===== config.mk =====
export PLATFORM = sky130hd
export DESIGN_NAME = source_tokenizer_flat
export DESIGN_NICKNAME = d
export VERILOG_FILES = /design/src/rtl/stb_pkg.sv /design/src/rtl/stb_in_if.sv /design/src/rtl/stb_out_if.sv /design/src/rtl/stb_front.sv /design/src/rtl/stb_queue.sv /design/src/rtl/stb_back.sv /design/src/rtl/source_tokenizer.sv /design/src/flat_wrapper.sv
export SDC_FILE = /design/constraint.sdc
export NUM_CORES = 1
export LEC_CHECK = 0
export ABC_AREA = 1
export BUFFER_PORTS_ARGS = -buffer_cell sky130_fd_sc_hd__buf_4
export CAP_MARGIN = 20
export CORE_MARGIN = 3
export CORE_UTILIZATION = 25
export CTS_BUF_LIST = sky130_fd_sc_hd__clkbuf_4 sky130_fd_sc_hd__clkbuf_8 sky130_fd_sc_hd__clkbuf_16
export DETAILED_ROUTE_END_ITERATION = 10
export PLACE_DENSITY_LB_ADDON = 0.15
export SYNTH_ARGS = -nofsm -noshare
export SYNTH_HDL_FRONTEND = slang
export SYNTH_SLANG_ARGS = --single-unit

===== constraint.sdc =====
create_clock -name clk -period 6.2 [get_ports clk]
set_input_delay 0.93 -clock clk [delete_from_list [all_inputs] [get_ports clk]]
set_output_delay 0.93 -clock clk [all_outputs]
set_load 0.005 [all_outputs]

===== src/rtl/stb_pkg.sv =====
`timescale 1ns / 1ps
// ----------------------------------------------------------------------------
// stb_pkg
// Types, codes and character classes shared by the source tokenizer files.
// ----------------------------------------------------------------------------
package stb_pkg;

	// scanner mode
	typedef enum logic [2:0] {
		MODE_IDLE,
		MODE_COMMENT,
		MODE_WORD,
		MODE_INT,
		MODE_FRAC,
		MODE_STRING,
		MODE_NEWLINE,
		MODE_DONE
	} mode_t;

	// result kinds
	localparam logic [1:0] KIND_TEXT = 2'd0;
	localparam logic [1:0] KIND_END  = 2'd1;
	localparam logic [1:0] KIND_ERR  = 2'd2;

	// token types
	localparam logic [2:0] TYPE_WORD    = 3'd0;
	localparam logic [2:0] TYPE_NUMBER  = 3'd1;
	localparam logic [2:0] TYPE_STRING  = 3'd2;
	localparam logic [2:0] TYPE_NEWLINE = 3'd3;
	localparam logic [2:0] TYPE_EOF     = 3'd4;

	// error codes
	localparam logic [1:0] ERR_NONE     = 2'd0;
	localparam logic [1:0] ERR_UNEXP    = 2'd1;
	localparam logic [1:0] ERR_UNTERM   = 2'd2;

	// input ops
	localparam logic OP_BYTE = 1'b0;
	localparam logic OP_END  = 1'b1;

	// characters
	localparam logic [7:0] CH_HASH  = 8'h23;
	localparam logic [7:0] CH_NL    = 8'h0A;
	localparam logic [7:0] CH_UNDER = 8'h5F;
	localparam logic [7:0] CH_DOT   = 8'h2E;
	localparam logic [7:0] CH_TAB   = 8'h09;
	localparam logic [7:0] CH_CR    = 8'h0D;
	localparam logic [7:0] CH_FF    = 8'h0C;
	localparam logic [7:0] CH_SPACE = 8'h20;
	localparam logic [7:0] CH_QUOTE = 8'h22;

	localparam logic [15:0] POS_MAX = 16'hFFFF;

	// command queue geometry
	localparam int QDEPTH = 4;
	localparam int QAW    = 2;

	// one result word, without the last marker
	typedef struct packed {
		logic [1:0]  kind;
		logic [2:0]  tok_type;
		logic [7:0]  text_byte;
		logic [5:0]  length;
		logic [15:0] line;
		logic [15:0] column;
		logic [1:0]  err_code;
	} res_t;

	// one queue entry: the one or two results of an input word
	typedef struct packed {
		logic two;
		res_t r0;
		res_t r1;
	} cmd_t;

	// queue to back end
	typedef struct packed {
		logic empty;
		cmd_t head;
	} q_stat_t;

	function automatic logic is_letter(input logic [7:0] c);
		return (c >= 8'h61 && c <= 8'h7A) || (c >= 8'h41 && c <= 8'h5A) || c == CH_UNDER;
	endfunction

	function automatic logic is_numeral(input logic [7:0] c);
		return c >= 8'h30 && c <= 8'h39;
	endfunction

	function automatic logic is_blank(input logic [7:0] c);
		return c == CH_SPACE || c == CH_TAB || c == CH_CR || c == CH_FF;
	endfunction

endpackage


===== src/rtl/stb_in_if.sv =====
`timescale 1ns / 1ps
// ----------------------------------------------------------------------------
// stb_in_if
// Source byte channel: valid/ready plus op and byte.
// ----------------------------------------------------------------------------
interface stb_in_if;
	logic       valid;
	logic       ready;
	logic       op;
	logic [7:0] ch;

	modport source (output valid, output op, output ch, input ready);
	modport sink (input valid, input op, input ch, output ready);
endinterface


===== src/rtl/stb_out_if.sv =====
`timescale 1ns / 1ps
// ----------------------------------------------------------------------------
// stb_out_if
// Token result channel: valid/ready plus the result fields.
// ----------------------------------------------------------------------------
interface stb_out_if;
	logic        valid;
	logic        ready;
	logic [1:0]  kind;
	logic [2:0]  tok_type;
	logic [7:0]  text_byte;
	logic [5:0]  length;
	logic [15:0] line;
	logic [15:0] column;
	logic [1:0]  err_code;
	logic        last;

	modport source (output valid, output kind, output tok_type, output text_byte,
		output length, output line, output column, output err_code, output last,
		input ready);
	modport sink (input valid, input kind, input tok_type, input text_byte,
		input length, input line, input column, input err_code, input last,
		output ready);
endinterface


===== src/rtl/stb_front.sv =====
`timescale 1ns / 1ps
// ----------------------------------------------------------------------------
// stb_front
// Scanner state machine: takes one source word, updates position and mode,
// and pushes the one or two results it causes as one queue entry.
// ----------------------------------------------------------------------------
module stb_front #(
	parameter int MAX_TOKEN_LEN = 64
) (
	input  logic             clk,
	input  logic             arst_n,
	stb_in_if.sink           src,
	input  logic             q_full,
	output logic             push,
	output stb_pkg::cmd_t    push_cmd
);

	stb_pkg::mode_t mode_q, mode_d;
	logic [5:0]     tok_len_q, tok_len_d;
	logic [15:0]    start_line_q, start_line_d, start_col_q, start_col_d;
	logic [15:0]    cur_line_q, cur_line_d, cur_col_q, cur_col_d;
	logic           halted_q, halted_d;

	logic           accept, room, close, idle, a_v, b_v;
	stb_pkg::res_t  a, b;
	logic [2:0]     pend_type;
	logic [7:0]     c;

	assign src.ready = !q_full;
	assign accept    = src.valid && src.ready;
	assign c         = src.ch;
	assign room      = tok_len_q < 6'(MAX_TOKEN_LEN - 1);

	always_ff @(posedge clk or negedge arst_n) begin
		if (!arst_n) begin
			mode_q       <= stb_pkg::MODE_IDLE;
			tok_len_q    <= '0;
			start_line_q <= 16'd1;
			start_col_q  <= 16'd1;
			cur_line_q   <= 16'd1;
			cur_col_q    <= 16'd1;
			halted_q     <= 1'b0;
		end else if (accept) begin
			mode_q       <= mode_d;
			tok_len_q    <= tok_len_d;
			start_line_q <= start_line_d;
			start_col_q  <= start_col_d;
			cur_line_q   <= cur_line_d;
			cur_col_q    <= cur_col_d;
			halted_q     <= halted_d;
		end
	end

	always_comb begin
		mode_d       = mode_q;
		tok_len_d    = tok_len_q;
		start_line_d = start_line_q;
		start_col_d  = start_col_q;
		cur_line_d   = cur_line_q;
		cur_col_d    = cur_col_q;
		halted_d     = halted_q;
		close        = 1'b0;
		idle         = 1'b0;
		a_v          = 1'b0;
		b_v          = 1'b0;
		a            = '0;
		b            = '0;

		unique case (mode_q)
			stb_pkg::MODE_WORD:    pend_type = stb_pkg::TYPE_WORD;
			stb_pkg::MODE_NEWLINE: pend_type = stb_pkg::TYPE_NEWLINE;
			default:               pend_type = stb_pkg::TYPE_NUMBER;
		endcase

		if (!halted_q && mode_q != stb_pkg::MODE_DONE) begin
			if (src.op == stb_pkg::OP_END) begin
				if (mode_q == stb_pkg::MODE_STRING) begin
					halted_d   = 1'b1;
					b_v        = 1'b1;
					b.kind     = stb_pkg::KIND_ERR;
					b.line     = start_line_q;
					b.column   = start_col_q;
					b.err_code = stb_pkg::ERR_UNTERM;
				end else begin
					close      = mode_q inside {stb_pkg::MODE_WORD, stb_pkg::MODE_INT,
						stb_pkg::MODE_FRAC, stb_pkg::MODE_NEWLINE};
					b_v        = 1'b1;
					b.kind     = stb_pkg::KIND_END;
					b.tok_type = stb_pkg::TYPE_EOF;
					b.line     = cur_line_q;
					b.column   = cur_col_q;
					mode_d     = stb_pkg::MODE_DONE;
				end
			end else begin
				// text-byte template for appends
				b.kind      = stb_pkg::KIND_TEXT;
				b.text_byte = c;
				b.line      = start_line_q;
				b.column    = start_col_q;
				unique case (mode_q)
					stb_pkg::MODE_COMMENT: begin
						idle = (c == stb_pkg::CH_NL);
					end
					stb_pkg::MODE_WORD: begin
						if (room && (stb_pkg::is_letter(c) || stb_pkg::is_numeral(c))) begin
							b_v        = 1'b1;
							b.tok_type = stb_pkg::TYPE_WORD;
							tok_len_d  = tok_len_q + 6'd1;
						end else begin
							close = 1'b1;
							idle  = 1'b1;
						end
					end
					stb_pkg::MODE_INT: begin
						if (room && stb_pkg::is_numeral(c)) begin
							b_v        = 1'b1;
							b.tok_type = stb_pkg::TYPE_NUMBER;
							tok_len_d  = tok_len_q + 6'd1;
						end else if (room && c == stb_pkg::CH_DOT) begin
							b_v        = 1'b1;
							b.tok_type = stb_pkg::TYPE_NUMBER;
							tok_len_d  = tok_len_q + 6'd1;
							mode_d     = stb_pkg::MODE_FRAC;
						end else begin
							close = 1'b1;
							idle  = 1'b1;
						end
					end
					stb_pkg::MODE_FRAC: begin
						if (room && stb_pkg::is_numeral(c)) begin
							b_v        = 1'b1;
							b.tok_type = stb_pkg::TYPE_NUMBER;
							tok_len_d  = tok_len_q + 6'd1;
						end else begin
							close = 1'b1;
							idle  = 1'b1;
						end
					end
					stb_pkg::MODE_NEWLINE: begin
						close = 1'b1;
						idle  = 1'b1;
					end
					stb_pkg::MODE_STRING: begin
						if (c == stb_pkg::CH_QUOTE) begin
							b_v         = 1'b1;
							b.kind      = stb_pkg::KIND_END;
							b.tok_type  = stb_pkg::TYPE_STRING;
							b.text_byte = '0;
							b.length    = tok_len_q;
							mode_d      = stb_pkg::MODE_IDLE;
						end else if (c == stb_pkg::CH_NL || !room) begin
							halted_d    = 1'b1;
							b_v         = 1'b1;
							b.kind      = stb_pkg::KIND_ERR;
							b.text_byte = '0;
							b.err_code  = stb_pkg::ERR_UNTERM;
						end else begin
							b_v        = 1'b1;
							b.tok_type = stb_pkg::TYPE_STRING;
							tok_len_d  = tok_len_q + 6'd1;
						end
					end
					default: begin
						idle = 1'b1;
					end
				endcase

				// a byte between tokens
				if (idle) begin
					b            = '0;
					mode_d       = stb_pkg::MODE_IDLE;
					if (stb_pkg::is_blank(c)) begin
						mode_d = stb_pkg::MODE_IDLE;
					end else if (c == stb_pkg::CH_HASH) begin
						mode_d = stb_pkg::MODE_COMMENT;
					end else if (c == stb_pkg::CH_NL || stb_pkg::is_letter(c) ||
							stb_pkg::is_numeral(c)) begin
						start_line_d = cur_line_q;
						start_col_d  = cur_col_q;
						tok_len_d    = 6'd1;
						b_v          = 1'b1;
						b.kind       = stb_pkg::KIND_TEXT;
						b.text_byte  = c;
						b.line       = cur_line_q;
						b.column     = cur_col_q;
						if (c == stb_pkg::CH_NL) begin
							mode_d     = stb_pkg::MODE_NEWLINE;
							b.tok_type = stb_pkg::TYPE_NEWLINE;
						end else if (stb_pkg::is_letter(c)) begin
							mode_d     = stb_pkg::MODE_WORD;
							b.tok_type = stb_pkg::TYPE_WORD;
						end else begin
							mode_d     = stb_pkg::MODE_INT;
							b.tok_type = stb_pkg::TYPE_NUMBER;
						end
					end else if (c == stb_pkg::CH_QUOTE) begin
						start_line_d = cur_line_q;
						start_col_d  = cur_col_q;
						tok_len_d    = '0;
						mode_d       = stb_pkg::MODE_STRING;
					end else begin
						halted_d   = 1'b1;
						b_v        = 1'b1;
						b.kind     = stb_pkg::KIND_ERR;
						b.line     = cur_line_q;
						b.column   = cur_col_q;
						b.err_code = stb_pkg::ERR_UNEXP;
					end
				end

				// position advance, saturating
				if (c == stb_pkg::CH_NL) begin
					if (cur_line_q != stb_pkg::POS_MAX) cur_line_d = cur_line_q + 16'd1;
					cur_col_d = 16'd1;
				end else if (cur_col_q != stb_pkg::POS_MAX) begin
					cur_col_d = cur_col_q + 16'd1;
				end
			end

			// pending word/number/newline end goes out first
			if (close) begin
				a_v        = 1'b1;
				a.kind     = stb_pkg::KIND_END;
				a.tok_type = pend_type;
				a.length   = tok_len_q;
				a.line     = start_line_q;
				a.column   = start_col_q;
			end
		end

		push = accept && (a_v || b_v);
		if (a_v) begin
			push_cmd.two = b_v;
			push_cmd.r0  = a;
			push_cmd.r1  = b;
		end else begin
			push_cmd.two = 1'b0;
			push_cmd.r0  = b;
			push_cmd.r1  = '0;
		end
	end

endmodule


===== src/rtl/stb_queue.sv =====
`timescale 1ns / 1ps
// ----------------------------------------------------------------------------
// stb_queue
// Small FIFO of result entries between scanner and output sequencer.
// ----------------------------------------------------------------------------
module stb_queue (
	input  logic              clk,
	input  logic              arst_n,
	input  logic              push,
	input  stb_pkg::cmd_t     push_cmd,
	input  logic              pop,
	output logic              full,
	output stb_pkg::q_stat_t  stat
);

	stb_pkg::cmd_t              mem_q [stb_pkg::QDEPTH];
	logic [stb_pkg::QAW-1:0]    wr_ptr_q, rd_ptr_q;
	logic [stb_pkg::QAW:0]      count_q;
	logic                       do_pop;

	assign full       = count_q == (stb_pkg::QAW + 1)'(stb_pkg::QDEPTH);
	assign stat.empty = count_q == '0;
	assign stat.head  = mem_q[rd_ptr_q];
	assign do_pop     = pop && !stat.empty;

	always_ff @(posedge clk) begin
		if (push) begin
			mem_q[wr_ptr_q] <= push_cmd;
		end
	end

	always_ff @(posedge clk or negedge arst_n) begin
		if (!arst_n) begin
			wr_ptr_q <= '0;
			rd_ptr_q <= '0;
			count_q  <= '0;
		end else begin
			if (push) wr_ptr_q <= wr_ptr_q + (stb_pkg::QAW)'(1);
			if (do_pop) rd_ptr_q <= rd_ptr_q + (stb_pkg::QAW)'(1);
			count_q <= count_q + (stb_pkg::QAW + 1)'(push) - (stb_pkg::QAW + 1)'(do_pop);
		end
	end

endmodule


===== src/rtl/stb_back.sv =====
`timescale 1ns / 1ps
// ----------------------------------------------------------------------------
// stb_back
// Output sequencer: unpacks queue entries into result words, holding the
// second result of a pair, behind a registered output.
// ----------------------------------------------------------------------------
module stb_back (
	input  logic              clk,
	input  logic              arst_n,
	input  stb_pkg::q_stat_t  stat,
	output logic              pop,
	stb_out_if.source         tok
);

	stb_pkg::res_t out_q, pend_q;
	logic          last_q, valid_q, pend_v_q;
	logic          load;

	assign load = !valid_q || tok.ready;
	assign pop  = load && !pend_v_q && !stat.empty;

	always_ff @(posedge clk or negedge arst_n) begin
		if (!arst_n) begin
			valid_q  <= 1'b0;
			pend_v_q <= 1'b0;
		end else if (load) begin
			if (pend_v_q) begin
				valid_q  <= 1'b1;
				pend_v_q <= 1'b0;
			end else begin
				valid_q  <= !stat.empty;
				pend_v_q <= !stat.empty && stat.head.two;
			end
		end
	end

	always_ff @(posedge clk) begin
		if (load) begin
			if (pend_v_q) begin
				out_q  <= pend_q;
				last_q <= 1'b1;
			end else begin
				out_q  <= stat.head.r0;
				last_q <= !stat.head.two;
				pend_q <= stat.head.r1;
			end
		end
	end

	assign tok.valid     = valid_q;
	assign tok.kind      = out_q.kind;
	assign tok.tok_type  = out_q.tok_type;
	assign tok.text_byte = out_q.text_byte;
	assign tok.length    = out_q.length;
	assign tok.line      = out_q.line;
	assign tok.column    = out_q.column;
	assign tok.err_code  = out_q.err_code;
	assign tok.last      = last_q;

endmodule


===== src/rtl/source_tokenizer.sv =====
`timescale 1ns / 1ps
// ----------------------------------------------------------------------------
// source_tokenizer
// Streaming lexical scanner: source bytes in, token text / token end / error
// words out, with saturating line and column tracking.
// ----------------------------------------------------------------------------
//
//  channel | dir | word                       | accepted when
//  --------+-----+----------------------------+----------------------
//  src     | in  | op, ch                     | src.valid && src.ready
//  tok     | out | kind, tok_type, text_byte, | tok.valid && tok.ready
//          |     | length, line, column,      |
//          |     | err_code, last             |
//
//  One source word per cycle while the queue has room. The scanner state
//  machine in the front end sets that figure: it updates mode and position in
//  the cycle it takes a word. A word causes zero, one or two results; the
//  output sequencer sends one result per cycle while tok is ready, so a pair
//  goes out as two result words. A result is held in a queue entry and then
//  in the output register before it can be taken at tok.
//  src.ready drops only while the four-entry queue is full; tok stalls fill
//  the queue, and the scanner keeps taking words until it is full.
//  Reset is asynchronous (arst_n low) and clears mode, position, halt flag,
//  queue pointers and output valid; no clearing pass is needed.
//
module source_tokenizer #(
	parameter int MAX_TOKEN_LEN = 64  // text cap is MAX_TOKEN_LEN-1 bytes, 2..64
) (
	input  logic      clk,
	input  logic      arst_n,
	stb_in_if.sink    src,
	stb_out_if.source tok
);

	logic              push, pop, q_full;
	stb_pkg::cmd_t     push_cmd;
	stb_pkg::q_stat_t  q_stat;

	// front end: classify each byte, track position, form results
	stb_front #(
		.MAX_TOKEN_LEN(MAX_TOKEN_LEN)
	) u_front (
		.clk      (clk),
		.arst_n   (arst_n),
		.src      (src),
		.q_full   (q_full),
		.push     (push),
		.push_cmd (push_cmd)
	);

	// decoupling queue; one entry per word that causes any result
	stb_queue u_queue (
		.clk      (clk),
		.arst_n   (arst_n),
		.push     (push),
		.push_cmd (push_cmd),
		.pop      (pop),
		.full     (q_full),
		.stat     (q_stat)
	);

	// back end: one result word per cycle while tok is ready, last set on the final one
	stb_back u_back (
		.clk    (clk),
		.arst_n (arst_n),
		.stat   (q_stat),
		.pop    (pop),
		.tok    (tok)
	);

endmodule


===== src/flat_wrapper.sv =====
// flat-port wrapper written by rule: the top's interface ports become plain ports
module source_tokenizer_flat 
#(
	parameter int MAX_TOKEN_LEN = 64                                             
)
  (clk, arst_n, src_valid, src_op, src_ch, src_ready, tok_valid, tok_kind, tok_tok_type, tok_text_byte, tok_length, tok_line, tok_column, tok_err_code, tok_last, tok_ready);
  stb_in_if src_i ();
  stb_out_if tok_i ();
  input  logic clk;
  input  logic arst_n;
  input wire logic [$bits(src_i.valid)-1:0] src_valid;
  input wire logic [$bits(src_i.op)-1:0] src_op;
  input wire logic [$bits(src_i.ch)-1:0] src_ch;
  output wire logic [$bits(src_i.ready)-1:0] src_ready;
  output wire logic [$bits(tok_i.valid)-1:0] tok_valid;
  output wire logic [$bits(tok_i.kind)-1:0] tok_kind;
  output wire logic [$bits(tok_i.tok_type)-1:0] tok_tok_type;
  output wire logic [$bits(tok_i.text_byte)-1:0] tok_text_byte;
  output wire logic [$bits(tok_i.length)-1:0] tok_length;
  output wire logic [$bits(tok_i.line)-1:0] tok_line;
  output wire logic [$bits(tok_i.column)-1:0] tok_column;
  output wire logic [$bits(tok_i.err_code)-1:0] tok_err_code;
  output wire logic [$bits(tok_i.last)-1:0] tok_last;
  input wire logic [$bits(tok_i.ready)-1:0] tok_ready;
  assign src_i.valid = src_valid;
  assign src_i.op = src_op;
  assign src_i.ch = src_ch;
  assign src_ready = src_i.ready;
  assign tok_valid = tok_i.valid;
  assign tok_kind = tok_i.kind;
  assign tok_tok_type = tok_i.tok_type;
  assign tok_text_byte = tok_i.text_byte;
  assign tok_length = tok_i.length;
  assign tok_line = tok_i.line;
  assign tok_column = tok_i.column;
  assign tok_err_code = tok_i.err_code;
  assign tok_last = tok_i.last;
  assign tok_i.ready = tok_ready;
  source_tokenizer #(.MAX_TOKEN_LEN(MAX_TOKEN_LEN)) u_core (.clk(clk), .arst_n(arst_n), .src(src_i), .tok(tok_i));
endmodule

# Word level (Yosys, flattened, before mapping)
# Memories as Yosys holds them, arrays and structs flattened.
# Index checks and enable logic that the tools add are counted.
[op_classes]
order_cmp = 7
mux = 111
n_eq_ne = 24
n_reduce_logical = 43
n_bitwise = 4
n_addsub = 7
[ops]
columns = ["cell", "count"]
rows = [
  ["2-to-1 mux 53 bit", 3],
  ["2-to-1 mux 34 bit", 4],
  ["2-to-1 mux 107 bit", 1],
  ["2-to-1 mux 16 bit", 6],
  ["2-to-1 mux 38 bit", 2],
  ["2-to-1 mux 6 bit", 12],
  ["2-to-1 mux 32 bit", 2],
  ["2-to-1 mux 1 bit", 41],
  ["2-to-1 mux 13 bit", 3],
  ["2-to-1 mux 3 bit", 12],
  ["adder 16 x 1 -> 16 bit (second input constant)", 2],
  ["equality test 8 x 4 -> 1 bit (second input constant)", 4],
  ["equality test 8 x 6 -> 1 bit (second input constant)", 4],
  ["inequality test 16 bit (second input constant)", 2],
  ["2-to-1 mux 14 bit", 2],
  ["case mux 6 bit (4 select lines)", 1],
  ["2-to-1 mux 2 bit", 11],
  ["greater-or-equal comparator 8 x 7 -> 1 bit (second input constant)", 2],
  ["less-or-equal comparator 8 x 7 -> 1 bit (second input constant)", 2],
  ["AND reduction 7 bit", 2],
  ["logical AND 1 bit", 13],
  ["equality test 3 bit (second input constant)", 4],
  ["logical OR 1 bit", 11],
  ["2-to-1 mux 11 bit", 1],
  ["other kinds (33)", 49],
]
[totals]
output_inout_bits = 56
mem_bits_rw = 428
mem_count = 1
register_bits = 190
inputBits = 13
[mem_list]
columns = ["name", "words", "width", "rd", "rd_clocked_by_memory_dff", "wr", "line_no", "source"]
rows = [
  ["u_core.u_queue.mem_q", 4, 107, 1, 0, 1, "stb_queue.sv:16", "stb_pkg::cmd_t mem_q [stb_pkg::QDEPTH];"],
]

# Longest topological paths before layout
# Gate-level depths: netlist of the first run.
[logic_depth]
ltp_word = 19
mapped_depth = 20
ltp_nobuf = 20

# Cells and area by module
# A second synthesis of the first run with hierarchy kept.
[hier_totals]
hier_cells = 2727
area_unflattened_um2 = 27547.7
[by_module_without_submodules]
columns = ["mod", "seq_area_each_um2", "n_inst", "cells_per_inst", "area_each_um2"]
rows = [
  ["stb_queue", 13027.5, 1, 1409, 17215.3],
  ["stb_front", 1856.8, 1, 1025, 6334.8],
  ["stb_back", 3263.1, 1, 293, 3997.6],
]

# Least setup slack after synthesis of the first run
# OpenSTA, ideal clock, no wires.
[synth_path]
kind = "input to register"
startpoint = "input src_ch[7]"
endpoint = "memory u_core.u_queue.mem_q[0][0] (netlist bit), enable pin"
path_stages = 13
arrival_ns = 6.507
setup_slack_ns = -0.881
cell_sequence = "nor2_1 -> nand3_1 -> inv_1 -> nand2_2 -> nor2_1 -> a21oi_1 -> nand3_2 -> nand2_1 -> nand3_1 -> nand2_1 -> nand2_1 -> nand2_1 -> nor2_1"
[synth_between]
elab_chain_cells = 19
elab_cells_between_ends = 57
cone_classes = "order compare: 6; eq/ne: 9; mux: 26; reduce/logical: 16"
[synth_lines]
columns = ["item", "line_no", "source"]
rows = [
  ["start: declaration", "flat_wrapper.sv:13", "input wire logic [$bits(src_i.ch)-1:0] src_ch;"],
  ["greater-or-equal comparator 8 x 7 -> 1 bit or less-or-equal comparator 8 x 7 -> 1 bit (tied branches)", "stb_pkg.sv:83", "return (c >= 8'h61 && c <= 8'h7A) || (c >= 8'h41 && c <= 8'h5A) || c == CH_UNDER;"],
  ["logical AND 1 bit", "stb_pkg.sv:83", ""],
  ["logical OR 1 bit (2 in a row)", "stb_pkg.sv:83", ""],
  ["logical OR 1 bit", "stb_front.sv:105", "if (room && (stb_pkg::is_letter(c) || stb_pkg::is_numeral(c))) begin"],
  ["logical AND 1 bit", "stb_front.sv:105", ""],
  ["2-to-1 mux 1 bit", "stb_front.sv:105", ""],
  ["case mux 1 bit (4 select lines)", "stb_front.sv:100", "unique case (mode_q)"],
  ["2-to-1 mux 1 bit", "stb_front.sv:196", "end else if (c == stb_pkg::CH_QUOTE) begin"],
  ["(+2 left out)", "--", ""],
  ["2-to-1 mux 1 bit", "stb_front.sv:172", "if (stb_pkg::is_blank(c)) begin"],
  ["2-to-1 mux 1 bit", "stb_front.sv:169", "if (idle) begin"],
  ["2-to-1 mux 1 bit", "stb_front.sv:76", "if (src.op == stb_pkg::OP_END) begin"],
  ["2-to-1 mux 1 bit", "stb_front.sv:75", "if (!halted_q && mode_q != stb_pkg::MODE_DONE) begin"],
  ["logical OR 1 bit *", "stb_front.sv:231", "push = accept && (a_v || b_v);"],
  ["logical AND 1 bit *", "stb_front.sv:231", ""],
  ["2-to-1 mux 1 bit *", "stb_queue.sv:27", "if (push) begin"],
  ["2-to-1 mux 1 bit (not written as such) *", "stb_queue.sv:28", "mem_q[wr_ptr_q] <= push_cmd;"],
  ["end: declaration", "stb_queue.sv:16", ""],
]
# Mark *: on every way between the ends. The rest lies on a longest branch, timed or not. The select of a mux whose other input is x is not followed.

# Worst setup path in the final report of the first run
[layout_path]
startpoint = "register u_core.u_front.tok_len_q[0]"
endpoint = "register u_core.u_queue.count_q[2] (netlist bit)"
[layout_between]
elab_chain_cells = 16
elab_cells_between_ends = 32
cone_classes = "add/sub: 2; order compare: 1; mux: 24; reduce/logical: 5"
[layout_lines]
columns = ["item", "line_no", "source"]
rows = [
  ["start: declaration", "stb_front.sv:19", "logic [5:0] tok_len_q, tok_len_d;"],
  ["start signal: assignment", "stb_front.sv:45", "tok_len_q <= tok_len_d;"],
  ["less-than comparator 6 bit *", "stb_front.sv:32", "assign room = tok_len_q < 6'(MAX_TOKEN_LEN - 1);"],
  ["logical AND 1 bit", "stb_front.sv:119", "end else if (room && c == stb_pkg::CH_DOT) begin"],
  ["2-to-1 mux 1 bit", "stb_front.sv:119", ""],
  ["2-to-1 mux 1 bit", "stb_front.sv:115", "if (room && stb_pkg::is_numeral(c)) begin"],
  ["case mux 1 bit (4 select lines)", "stb_front.sv:100", ""],
  ["2-to-1 mux 1 bit", "stb_front.sv:196", ""],
  ["2-to-1 mux 1 bit", "stb_front.sv:176", "end else if (c == stb_pkg::CH_NL || stb_pkg::is_letter(c) ||"],
  ["2-to-1 mux 1 bit", "stb_front.sv:174", "end else if (c == stb_pkg::CH_HASH) begin"],
  ["2-to-1 mux 1 bit", "stb_front.sv:172", ""],
  ["2-to-1 mux 1 bit", "stb_front.sv:169", ""],
  ["2-to-1 mux 1 bit", "stb_front.sv:76", ""],
  ["2-to-1 mux 1 bit", "stb_front.sv:75", ""],
  ["logical OR 1 bit *", "stb_front.sv:231", ""],
  ["logical AND 1 bit *", "stb_front.sv:231", ""],
  ["adder 3 x 1 -> 3 bit *", "stb_queue.sv:40", "count_q <= count_q + (stb_pkg::QAW + 1)'(push) - (stb_pkg::QAW + 1)'(do_pop);"],
  ["subtractor 3 x 1 -> 3 bit *", "stb_queue.sv:40", ""],
  ["end signal: assignment", "stb_queue.sv:40", ""],
  ["end: declaration", "stb_queue.sv:18", "logic [stb_pkg::QAW:0] count_q;"],
]
# Marks and branches as above.
# A chain may end at the register's enable or synchronous reset.

==> impl_summary.log, run 1 <==
INFO  metric fmaxAchievable = 259 MHz
INFO  metric buffer_ports.inserted = 68
INFO  metric cp-end-kind = register
INFO  metric synth_top_cells_by_count = 535 x sky130_fd_sc_hd__edfxtp_1, 474 x sky130_fd_sc_hd__nor2_1, 312 x sky130_fd_sc_hd__o21ai_0, 252 x sky130_fd_sc_hd__nand2_1, 100 x sky130_fd_sc_hd__inv_1
INFO  metric worstReg2RegEnd = u_core.u_queue.count_q[2]
INFO  metric outcome = complete, no violations
INFO  metric maxSlewViolCount = 0
INFO  metric worst_ep_arrival_time = 4.34 ns
INFO  metric cp_slowest_stage_delay = 0.49 ns
INFO  metric synth_seq_cells = 618
INFO  metric post_synth_edffs = 535
INFO  metric dominantRegCellSynth = sky130_fd_sc_hd__edfxtp_1
INFO  metric overflow = 0
INFO  metric coreArea = 0.103 mm^2
INFO  metric total_track_usage = 0.137
INFO  metric cp.required = 6.68 ns
INFO  metric reg2reg_slack = 2.33 ns
INFO  metric tritoncts = built
INFO  metric routed-via-count = 17400
INFO  metric worst-r2r-cell-count = 18
INFO  metric hold_violations = 0
INFO  metric post-cts-setup-buffers = 0
INFO  metric htree_levels = 3
INFO  metric cts_root_buf = sky130_fd_sc_hd__clkbuf_16
INFO  metric drc = 0
INFO  metric tns = 0 ns
INFO  metric slowest_cell_on_the_critical_path = sky130_fd_sc_hd__nand2_1
INFO  metric cts_resized = 0
INFO  metric row_count = 117
INFO  metric n_fill_cell = 10400
INFO  metric path_clk_slew = 0.06 ns
INFO  metric die_width = 329 um
INFO  metric routed_via_density = 4.57
INFO  metric floorplan.die_area = 0.108 mm^2
INFO  metric synth_seq_area_share = 0.696
INFO  metric fp.dieH = 329 um
INFO  metric leakage = 0.00976 uW
INFO  metric post_synth_main_area_contributors = sky130_fd_sc_hd__edfxtp_1 62%, sky130_fd_sc_hd__dfrtp_1 7.6%, sky130_fd_sc_hd__nor2_1 6.8%, sky130_fd_sc_hd__o21ai_0 6.0%, sky130_fd_sc_hd__nand2_1 3.6%
INFO  metric cts_hold_repair.buffers = 0
INFO  metric timing.setup.critical_path_class = reg2reg
INFO  metric synth_area = 0.0261 mm^2
INFO  metric numCtsBuffers = 70
INFO  metric maxCapViolCount = 0
INFO  metric cp-start-kind = register
INFO  metric highest_net_fanout_along_the_worst_path = 44
INFO  metric switching_share = 0.304
INFO  metric worstSkewPairLatency = 0.60 ns
INFO  metric p_clk_frac = 0.351
INFO  metric seq_power_share = 0.440
INFO  metric minimum_clock_period_after_layout = 3.87 ns
INFO  metric max-clock-path-buffers = 3
INFO  metric yosysWarnings = 0
INFO  metric worst_pin_slew = 0.998 ns
INFO  metric crit_path_cell_trace = ha_1 -> nand2_2 -> nand3_1 -> nand2_1 -> nand2_1 -> nand2_1 -> nand2_1 -> inv_1 -> nand3_1 -> nand2_4 -> nand2_1 -> nand2_1 -> ha_1 -> inv_1 -> ha_1 -> inv_1 -> fa_1 -> xnor2_1
INFO  metric yosysMostFrequentCell = sky130_fd_sc_hd__edfxtp_1
INFO  metric synth_cell_types = 46
INFO  metric final_layout_size_suffix_gt1_frac = 0.119
INFO  metric timing.rr.start = u_core.u_front.tok_len_q[0]
INFO  metric numClockSinks = 618
INFO  metric start_util = 0.254
INFO  metric power.internal = 8000 uW
INFO  metric final_min_period_over_clock_period = 0.624
INFO  metric pin_count_of_the_biggest_net_entering_global_routing = 123
INFO  metric setup-violations-final = 0
INFO  metric dr_wl_cell = 19.6 um
INFO  metric yosys.area.top_type = sky130_fd_sc_hd__edfxtp_1
INFO  metric area_growth = 17.0%
INFO  metric synth-async-reset-ratio = 0.134
INFO  metric min_path_type = in2async
INFO  metric grt_setup_unrepaired = no
INFO  metric synthCells = 2306
INFO  metric synth_area_per_cell = 11.3 um^2
INFO  metric power_switching = 3500 uW
INFO  metric top_level_ports = 69
INFO  metric routed_wl = 74500 um
INFO  metric peakVddDrop = 0.238 mV
INFO  metric first_global_vias = 17600
INFO  metric worst_path_dominant_cell_family = simple AND/OR/NAND/NOR gates
INFO  metric max_slew_margin = 0.328
INFO  metric firstDrtPassIters = 7
INFO  metric holdWs = 0.332 ns
INFO  metric power.combinational.fraction = 0.208
INFO  metric final.setup_skew = 0.0170 ns
INFO  metric antenna_violating_nets_post_route = 0
INFO  metric worst_path_most_repeated_cell = sky130_fd_sc_hd__nand2_1
INFO  metric routability_congestion = 0.792
INFO  metric path_buf_inv = 3
INFO  metric final_net_count = 2407
INFO  metric power.density = 377 mW/mm^2
INFO  metric drt_iter0_drc = 1378
INFO  metric grt_pass1_wl = 112000 um
INFO  metric detailedPlacementHpwl = 42000 um
INFO  metric yosys.area.top_type_share = 0.617
INFO  metric grt_antenna_before_repair = 1
INFO  metric num_antenna_cells = 0
[worst register-to-register path, stage by stage, from the launching register on]
cell                      delay, ns
sky130_fd_sc_hd__dfrtp_1       0.44
sky130_fd_sc_hd__ha_1          0.27
sky130_fd_sc_hd__nand2_2       0.15
sky130_fd_sc_hd__nand3_1       0.09
sky130_fd_sc_hd__nand2_1       0.10
sky130_fd_sc_hd__nand2_1       0.06
sky130_fd_sc_hd__nand2_1       0.09
sky130_fd_sc_hd__nand2_1       0.09
sky130_fd_sc_hd__inv_1         0.08
sky130_fd_sc_hd__nand3_1       0.11
sky130_fd_sc_hd__nand2_4       0.44
sky130_fd_sc_hd__nand2_1       0.20
sky130_fd_sc_hd__nand2_1       0.49
sky130_fd_sc_hd__ha_1          0.34
sky130_fd_sc_hd__inv_1         0.06
sky130_fd_sc_hd__ha_1          0.14
sky130_fd_sc_hd__inv_1         0.05
sky130_fd_sc_hd__fa_1          0.40
sky130_fd_sc_hd__xnor2_1       0.14
[per-stage QoR]
| stage | total power [uW] | utilization | std cells | instance area (um^2) | setup WS (ns) |
|---|---|---|---|---|---|
| 2_1_floorplan | 6470 | - | 2333 | 26200 | -0.881 |
| 3_3_place_gp | 7640 | 0.275 | 3677 | 28200 | 1.75 |
| 3_5_place_dp | 7650 | 0.275 | 3677 | 28200 | 1.70 |
| 4_1_cts | 11800 | 0.297 | 3802 | 30500 | 2.28 |
| 5_1_grt | 12200 | 0.297 | 3804 | 30500 | 1.95 |
| 6_report | 11500 | 0.297 | 3804 | 30500 | 2.33 |
[metal layers]
| metal | vias to the layer above | share of wire | track usage |
|---|---|---|---|
| li1 | 8289 | - | - |
| met1 | 8653 | 0.46 | 0.182 |
| met2 | 365 | 0.48 | 0.233 |
| met3 | 87 | 0.040 | 0.0207 |
| met4 | 0 | 0.020 | 0.0408 |
| met5 | - | 0 | 0 |
[cells by family after synthesis]
logic type | count (synthesis) | share of synthesized area
buffers and inverters | 233 | 0.0361
adders and majority gates | 11 | 0.00557
xor gates and xnor gates | 23 | 0.00773
AOI/OAI and AO/OA | 547 | 0.116
and+or+nand+nor | 872 | 0.137
DFF | 618 | 0.696
muxes | 1 | 0.000432
other | 1 | 0.000144
[worst max path at each step]
stage                             endpoint  cells after the start                   startpoint
4_1_cts          u_core.u_queue.count_q[2]                     18  u_core.u_front.tok_len_q[0]
2_1_floorplan   u_core.u_queue.mem_q[0][0]                     13                    src_ch[7]
6_report         u_core.u_queue.count_q[2]                     18  u_core.u_front.tok_len_q[0]
3_3_place_gp     u_core.u_queue.count_q[2]                     20                    src_ch[4]
3_5_place_dp   u_core.u_queue.mem_q[3][79]                      8                       src_op
5_1_grt          u_core.u_queue.count_q[2]                     18  u_core.u_front.tok_len_q[0]
[power groups by stage]
stage,Clock [uW],Combinational [uW],Sequential (uW)
2_1_floorplan,0,1390,5090
3_3_place_gp,0,2480,5150
3_5_place_dp,0,2500,5150
4_1_cts,4190,2500,5070
5_1_grt,4350,2710,5090
6_report,4040,2400,5060
[layout make-up]
type / count / area [um^2] / area share
sequential: 618 / 18200 / 0.596
multi-input combinational: 1482 / 7120 / 0.233
clock buffer: 92 / 1970 / 0.0646
tap: 1368 / 1710 / 0.0561
timing repair buffer: 102 / 853 / 0.0280
inverter: 109 / 417 / 0.0137
clock inverter: 33 / 265 / 0.00870
[cells in the final DEF (no fill, tap or decap), types with 20 or more instances in the layout]
cell type / Yosys / layout
sky130_fd_sc_hd__conb_1: 1 / 28
sky130_fd_sc_hd__a21oi_1: 63 / 63
sky130_fd_sc_hd__nor2_1: 474 / 469
sky130_fd_sc_hd__buf_4: 1 / 94
sky130_fd_sc_hd__o21ai_0: 312 / 312
sky130_fd_sc_hd__clkbuf_16: 0 / 73
sky130_fd_sc_hd__xor2_1: 20 / 20
sky130_fd_sc_hd__nor3_1: 23 / 23
sky130_fd_sc_hd__a31oi_1: 56 / 56
sky130_fd_sc_hd__o22ai_1: 57 / 57
sky130_fd_sc_hd__edfxtp_1: 535 / 535
sky130_fd_sc_hd__nand2_1: 252 / 252
sky130_fd_sc_hd__dfrtp_1: 79 / 77
sky130_fd_sc_hd__clkbuf_4: 0 / 20
sky130_fd_sc_hd__nand3_1: 87 / 87
sky130_fd_sc_hd__inv_1: 100 / 98
[flip-flops by register name, summed over array words and instances (netlist names), 3 cells and up]
name / cells
u_core.u_back.tok.column: 16
u_core.u_queue.mem_q: 428
u_core.u_front.start_line_q: 16
u_core.u_back.tok.text_byte: 8
u_core.u_back.pend_q: 53
u_core.u_front.mode_q: 3
u_core.u_queue.count_q: 3
u_core.u_back.tok.tok_type: 3
u_core.u_front.tok_len_q: 6
u_core.u_back.tok.line: 16
u_core.u_front.start_col_q: 16
u_core.u_front.cur_col_q: 16
u_core.u_front.cur_line_q: 16
u_core.u_back.tok.length: 6
No activity file was read; power rests on OpenSTA's default activity.
==> run 2: changes to the inputs <==
--- a/config.mk
+++ b/config.mk
@@ -5,7 +5,7 @@
 export SDC_FILE = /design/constraint.sdc
 export NUM_CORES = 1
 export LEC_CHECK = 0
-export ABC_AREA = 1
+export ABC_AREA = 0
 export BUFFER_PORTS_ARGS = -buffer_cell sky130_fd_sc_hd__buf_4
 export CAP_MARGIN = 20
 export CORE_MARGIN = 3
==> constraint.sdc (replaced) <==
create_clock -name clk -period 3.23 [get_ports clk]
set_input_delay 0.4845 -clock clk [delete_from_list [all_inputs] [get_ports clk]]
set_output_delay 0.4845 -clock clk [all_outputs]
set_load 0.005 [all_outputs]
==> run 2 against run 1 <==
Effect of this change: the run now ends with setup timing left; clock skew grew 0.0077 ns; non-clock buffer count up 88; first-iteration DRC count shrank 36%; sequential share of layout area shrank 1.4 points; count of clock-buffer cells in the layout unchanged; combinational power rose to 3.1 times the previous value; global-route usage shrank 1.8 points; fmax up 19%; sequential power rose by 120%; largest cell class unchanged; highest routed layer is now met5.
==> impl_summary.log, run 2 <==
INFO  metric dominantRegCellSynth = sky130_fd_sc_hd__edfxtp_1 (unchanged)
INFO  metric timing.rr.start = u_core.u_front.mode_q[0] (was u_core.u_front.tok_len_q[0])
INFO  metric first_global_vias = 14600 (was 17600)
INFO  metric reg2reg_slack = -0.02 ns (was 2.33 ns)
INFO  metric grt_setup_unrepaired = yes (was no)
INFO  metric post_synth_main_area_contributors = sky130_fd_sc_hd__edfxtp_1 63%, sky130_fd_sc_hd__mux4_2 9.4%, sky130_fd_sc_hd__dfrtp_1 7.7%, sky130_fd_sc_hd__mux2_2 5.1%, sky130_fd_sc_hd__and2_1 1.6% (was sky130_fd_sc_hd__edfxtp_1 62%, sky130_fd_sc_hd__dfrtp_1 7.6%, sky130_fd_sc_hd__nor2_1 6.8%, sky130_fd_sc_hd__o21ai_0 6.0%, sky130_fd_sc_hd__nand2_1 3.6%)
INFO  metric fp.dieH = 325 um (was 329 um)
INFO  metric top_level_ports = 69 (unchanged)
INFO  metric yosys.area.top_type_share = 0.630 (was 0.617)
INFO  metric row_count = 116 (was 117)
INFO  metric area_growth = 22.3% (was 17.0%)
INFO  metric drt_iter0_drc = 886 (was 1378)
INFO  metric min_path_type = in2reg (was in2async)
INFO  metric synth_cell_types = 84 (was 46)
INFO  metric buffer_ports.inserted = 68 (unchanged)
INFO  metric path_clk_slew = 0.06 ns (about the same)
INFO  metric final_cell_area = 0.0312 mm^2 (was 0.0305 mm^2)
INFO  metric max-clock-path-buffers = 3 (unchanged)
INFO  metric holdCritStartpoint = src_ch[3]
INFO  metric hold_violations = 0 (unchanged)
INFO  metric synth_seq_area_share = 0.711 (was 0.696)
INFO  metric drc = 0 (unchanged)
INFO  metric setup-violations-final = 1 (was 0)
INFO  metric final_layout_size_suffix_gt1_frac = 0.347 (was 0.119)
INFO  metric yosys-mux-area-fraction = 0.149 (was 0.000432)
INFO  metric die_width = 325 um (was 329 um)
INFO  metric synth-compound-area-share = 0.0475 (was 0.116)
INFO  metric holdWs = 0.308 ns (was 0.332 ns)
INFO  metric synth_area = 0.0255 mm^2 (was 0.0261 mm^2)
INFO  metric leakage = 0.0107 uW (was 0.00976 uW)
INFO  metric total_track_usage = 0.119 (was 0.137)
INFO  metric simple_gate_portion_of_the_synthesized_area = 0.0594 (was 0.137)
INFO  metric largest_register = u_core.u_queue.mem_q (unchanged)
INFO  metric grt_antenna_before_repair = 1 (unchanged)
INFO  metric routed_wl = 63000 um (was 74500 um)
INFO  metric placement.cell_area = 0.0289 mm^2 (was 0.0282 mm^2)
INFO  metric yosysMostFrequentCell = sky130_fd_sc_hd__edfxtp_1 (unchanged)
INFO  metric routability_congestion = 0.784 (was 0.792)
INFO  metric synth-async-reset-ratio = 0.134 (unchanged)
INFO  metric worstSkewPairLatency = 0.61 ns (was 0.60 ns)
INFO  metric synth-adder-area-share = 0.00569 (was 0.00557)
INFO  metric maxSlewViolCount = 0 (unchanged)
INFO  metric routed-via-count = 13400 (was 17400)
INFO  metric yosysWarnings = 0 (unchanged)
INFO  metric setup.worst_path.start = u_core.u_front.mode_q[0] (was u_core.u_front.tok_len_q[0])
INFO  metric synth-xor-area-share = 0.0117 (was 0.00773)
INFO  metric coreArea = 0.101 mm^2 (was 0.103 mm^2)
INFO  metric final_critical_path_setup_slack = -0.0235 ns (was 2.33 ns)
INFO  metric multi_input_comb_area = 0.00719 mm^2 (was 0.00712 mm^2)
INFO  metric routed_via_density = 4.42 (was 4.57)
INFO  metric largest_register_ffs = 428 (unchanged)
INFO  metric worst_pin_slew = 0.971 ns (was 0.998 ns)
INFO  metric layout.cells.most_common_list = 535 x sky130_fd_sc_hd__edfxtp_1, 151 x sky130_fd_sc_hd__buf_4, 116 x sky130_fd_sc_hd__mux2_2 (was 535 x sky130_fd_sc_hd__edfxtp_1, 469 x sky130_fd_sc_hd__nor2_1, 312 x sky130_fd_sc_hd__o21ai_0)
INFO  metric cp-end-kind = register (unchanged)
INFO  metric cts_root_buf = sky130_fd_sc_hd__clkbuf_16 (unchanged)
INFO  metric synthCells = 1416 (was 2306)
INFO  metric outcome = complete, but fails checks (was complete, no violations)
INFO  metric num_antenna_cells = 0 (unchanged)
INFO  metric final_net_count = 1652 (was 2407)
INFO  metric worst_ep_arrival_time = 3.74 ns (was 4.34 ns)
INFO  metric synth_seq_cells = 618 (unchanged)
INFO  metric firstDrtPassIters = 5 (was 7)
INFO  metric layout.cells.most_common = sky130_fd_sc_hd__edfxtp_1 (unchanged)
INFO  metric floorplan.die_area = 0.106 mm^2 (was 0.108 mm^2)
INFO  metric synth_top_cells_by_count = 535 x sky130_fd_sc_hd__edfxtp_1, 116 x sky130_fd_sc_hd__mux2_2, 107 x sky130_fd_sc_hd__mux4_2, 93 x sky130_fd_sc_hd__nand2_1, 79 x sky130_fd_sc_hd__dfrtp_1 (was 535 x sky130_fd_sc_hd__edfxtp_1, 474 x sky130_fd_sc_hd__nor2_1, 312 x sky130_fd_sc_hd__o21ai_0, 252 x sky130_fd_sc_hd__nand2_1, 100 x sky130_fd_sc_hd__inv_1)
INFO  metric grt_pass1_wl = 95900 um (was 112000 um)
INFO  metric peakVddDrop = 0.335 mV (was 0.238 mV)
INFO  metric cp-start-kind = register (unchanged)
INFO  metric fmaxAchievable = 307 MHz (was 259 MHz)
INFO  metric synth_top_family_by_area = multiplexers (was simple AND/OR/NAND/NOR gates)
INFO  metric antenna_violating_nets_post_route = 0 (unchanged)
INFO  metric cp.required = 3.71 ns (was 6.68 ns)
INFO  metric final-seq-area = 0.0182 mm^2 (about the same)
INFO  metric overflow = 0 (unchanged)
INFO  metric htree_levels = 3 (unchanged)
INFO  metric violations_in_the_final_reports = setup timing
INFO  metric n_fill_cell = 9740 (was 10400)
INFO  metric tritoncts = built (unchanged)
INFO  metric numCtsBuffers = 69 (was 70)
INFO  metric maxCapViolCount = 0 (unchanged)
INFO  metric pin_count_of_the_biggest_net_entering_global_routing = 55 (was 123)
INFO  metric timing.setup.critical_path_class = reg2reg (unchanged)
INFO  metric final_min_period_over_clock_period = 1.01 (was 0.624)
INFO  metric minimum_clock_period_after_layout = 3.25 ns (was 3.87 ns)
INFO  metric post_synth_edffs = 535 (unchanged)
INFO  metric numClockSinks = 618 (unchanged)
INFO  metric preCtsSetupSlack = -0.281 ns (was 1.70 ns)
INFO  metric yosys.area.top_type = sky130_fd_sc_hd__edfxtp_1 (unchanged)
INFO  metric start_util = 0.254 (about the same)
INFO  metric highest_net_fanout_along_the_worst_path = 2 (was 44)
INFO  metric max_slew_margin = 0.347 (was 0.328)
INFO  metric dr_wl_cell = 20.7 um (was 19.6 um)
INFO  metric synth_area_per_cell = 18.0 um^2 (was 11.3 um^2)
INFO  metric top_regs = u_core.u_queue.mem_q (428), u_core.u_back.pend_q (53) (unchanged)
INFO  metric detailedPlacementHpwl = 38800 um (was 42000 um)
INFO  metric power.density = 833 mW/mm^2 (was 377 mW/mm^2)
INFO  metric final.setup_skew = 0.0247 ns (was 0.0170 ns)
run 2: cell types whose count changed after synthesis, moves of 52 or more:
cell                      delta
sky130_fd_sc_hd__a21oi_1    -52
sky130_fd_sc_hd__o21ai_0   -297
sky130_fd_sc_hd__o22ai_1    -57
sky130_fd_sc_hd__mux4_2    +107
sky130_fd_sc_hd__nand3_1    -62
sky130_fd_sc_hd__nor2_1    -432
sky130_fd_sc_hd__inv_1      -80
sky130_fd_sc_hd__mux2_2    +115
sky130_fd_sc_hd__a31oi_1    -52
sky130_fd_sc_hd__and2_1     +64
sky130_fd_sc_hd__nand2_1   -159
run 2: cell type report:
class                   count  area share
clock buffers              92      0.0626
clock inverters            31     0.00778
inverters                  20     0.00249
multi-input cells         729       0.231
flip-flops and latches    618       0.582
well taps                1357      0.0544
repair buffers            190      0.0605
run 2: worst paths after layout:
| check | depth (start not counted) | end |
|---|---|---|
| min | 2 | u_core.u_queue.mem_q[2][96] |
| max reg2reg | 14 | u_core.u_queue.count_q[2] |
| min in group asynchronous | 2 | u_core.u_front.start_col_q[3] |
| max | 14 | u_core.u_queue.count_q[2] |
| min reg2reg | 1 | u_core.u_front.cur_col_q[0] |
| max in group asynchronous | 3 | u_core.u_front.start_col_q[0] |
run 2: repair_timing:
action	CTS	global route
setup buffers	1	1
hold buffers	1	0
pin swaps	4	8
gates resized for setup	4	14
hold endpoints to repair	26	0
setup endpoints to repair	2	25
run 2: kinds of logic after synthesis:
group           after synthesis
buf+inv                      96
flops                       618
fa+ha+maj                    11
mux                         230
other cells                   1
compound gates              135
xor+xnor                     34
simple gates                291
run 2: stage by stage:
stage                     total power [uW]  setup TNS [ns]  cells  utilization
final                                26000         -0.0235   3037        0.310
after global routing                 27400          -0.142   3037        0.310
after CTS                            26500               0   3036        0.310
after detailed placement             18600          -0.688   2911        0.287
after global placement               18600           -1.24   2911        0.287
after floorplan                      15200               0   1443            -
run 2: power breakdown:
group          total, uW  switching [uW]  internal [uW]
clock               7640            3140           4500
sequential         10900             559          10300
combinational       7460            3990           3460
run 2: metal layers:
metal,GRT usage,share of wire,vias up
li1,-,-,6056
met1,0.151,0.44,7075
met2,0.206,0.50,213
met3,0.0191,0.034,87
met4,0.0406,0.023,2
met5,0,0.00019,-
run 2: critical path: stages, from the launching register on:
cell	delay, ns
sky130_fd_sc_hd__dfrtp_1	0.38
sky130_fd_sc_hd__or3b_4	0.43
sky130_fd_sc_hd__a2111oi_4	0.40
sky130_fd_sc_hd__a31o_1	0.17
sky130_fd_sc_hd__o32a_1	0.22
sky130_fd_sc_hd__nor2_2	0.07
sky130_fd_sc_hd__o32ai_4	0.28
sky130_fd_sc_hd__inv_2	0.07
sky130_fd_sc_hd__ha_4	0.22
sky130_fd_sc_hd__inv_4	0.06
sky130_fd_sc_hd__ha_4	0.12
sky130_fd_sc_hd__inv_2	0.04
sky130_fd_sc_hd__fa_2	0.39
sky130_fd_sc_hd__xnor2_2	0.15
sky130_fd_sc_hd__xnor2_1	0.13
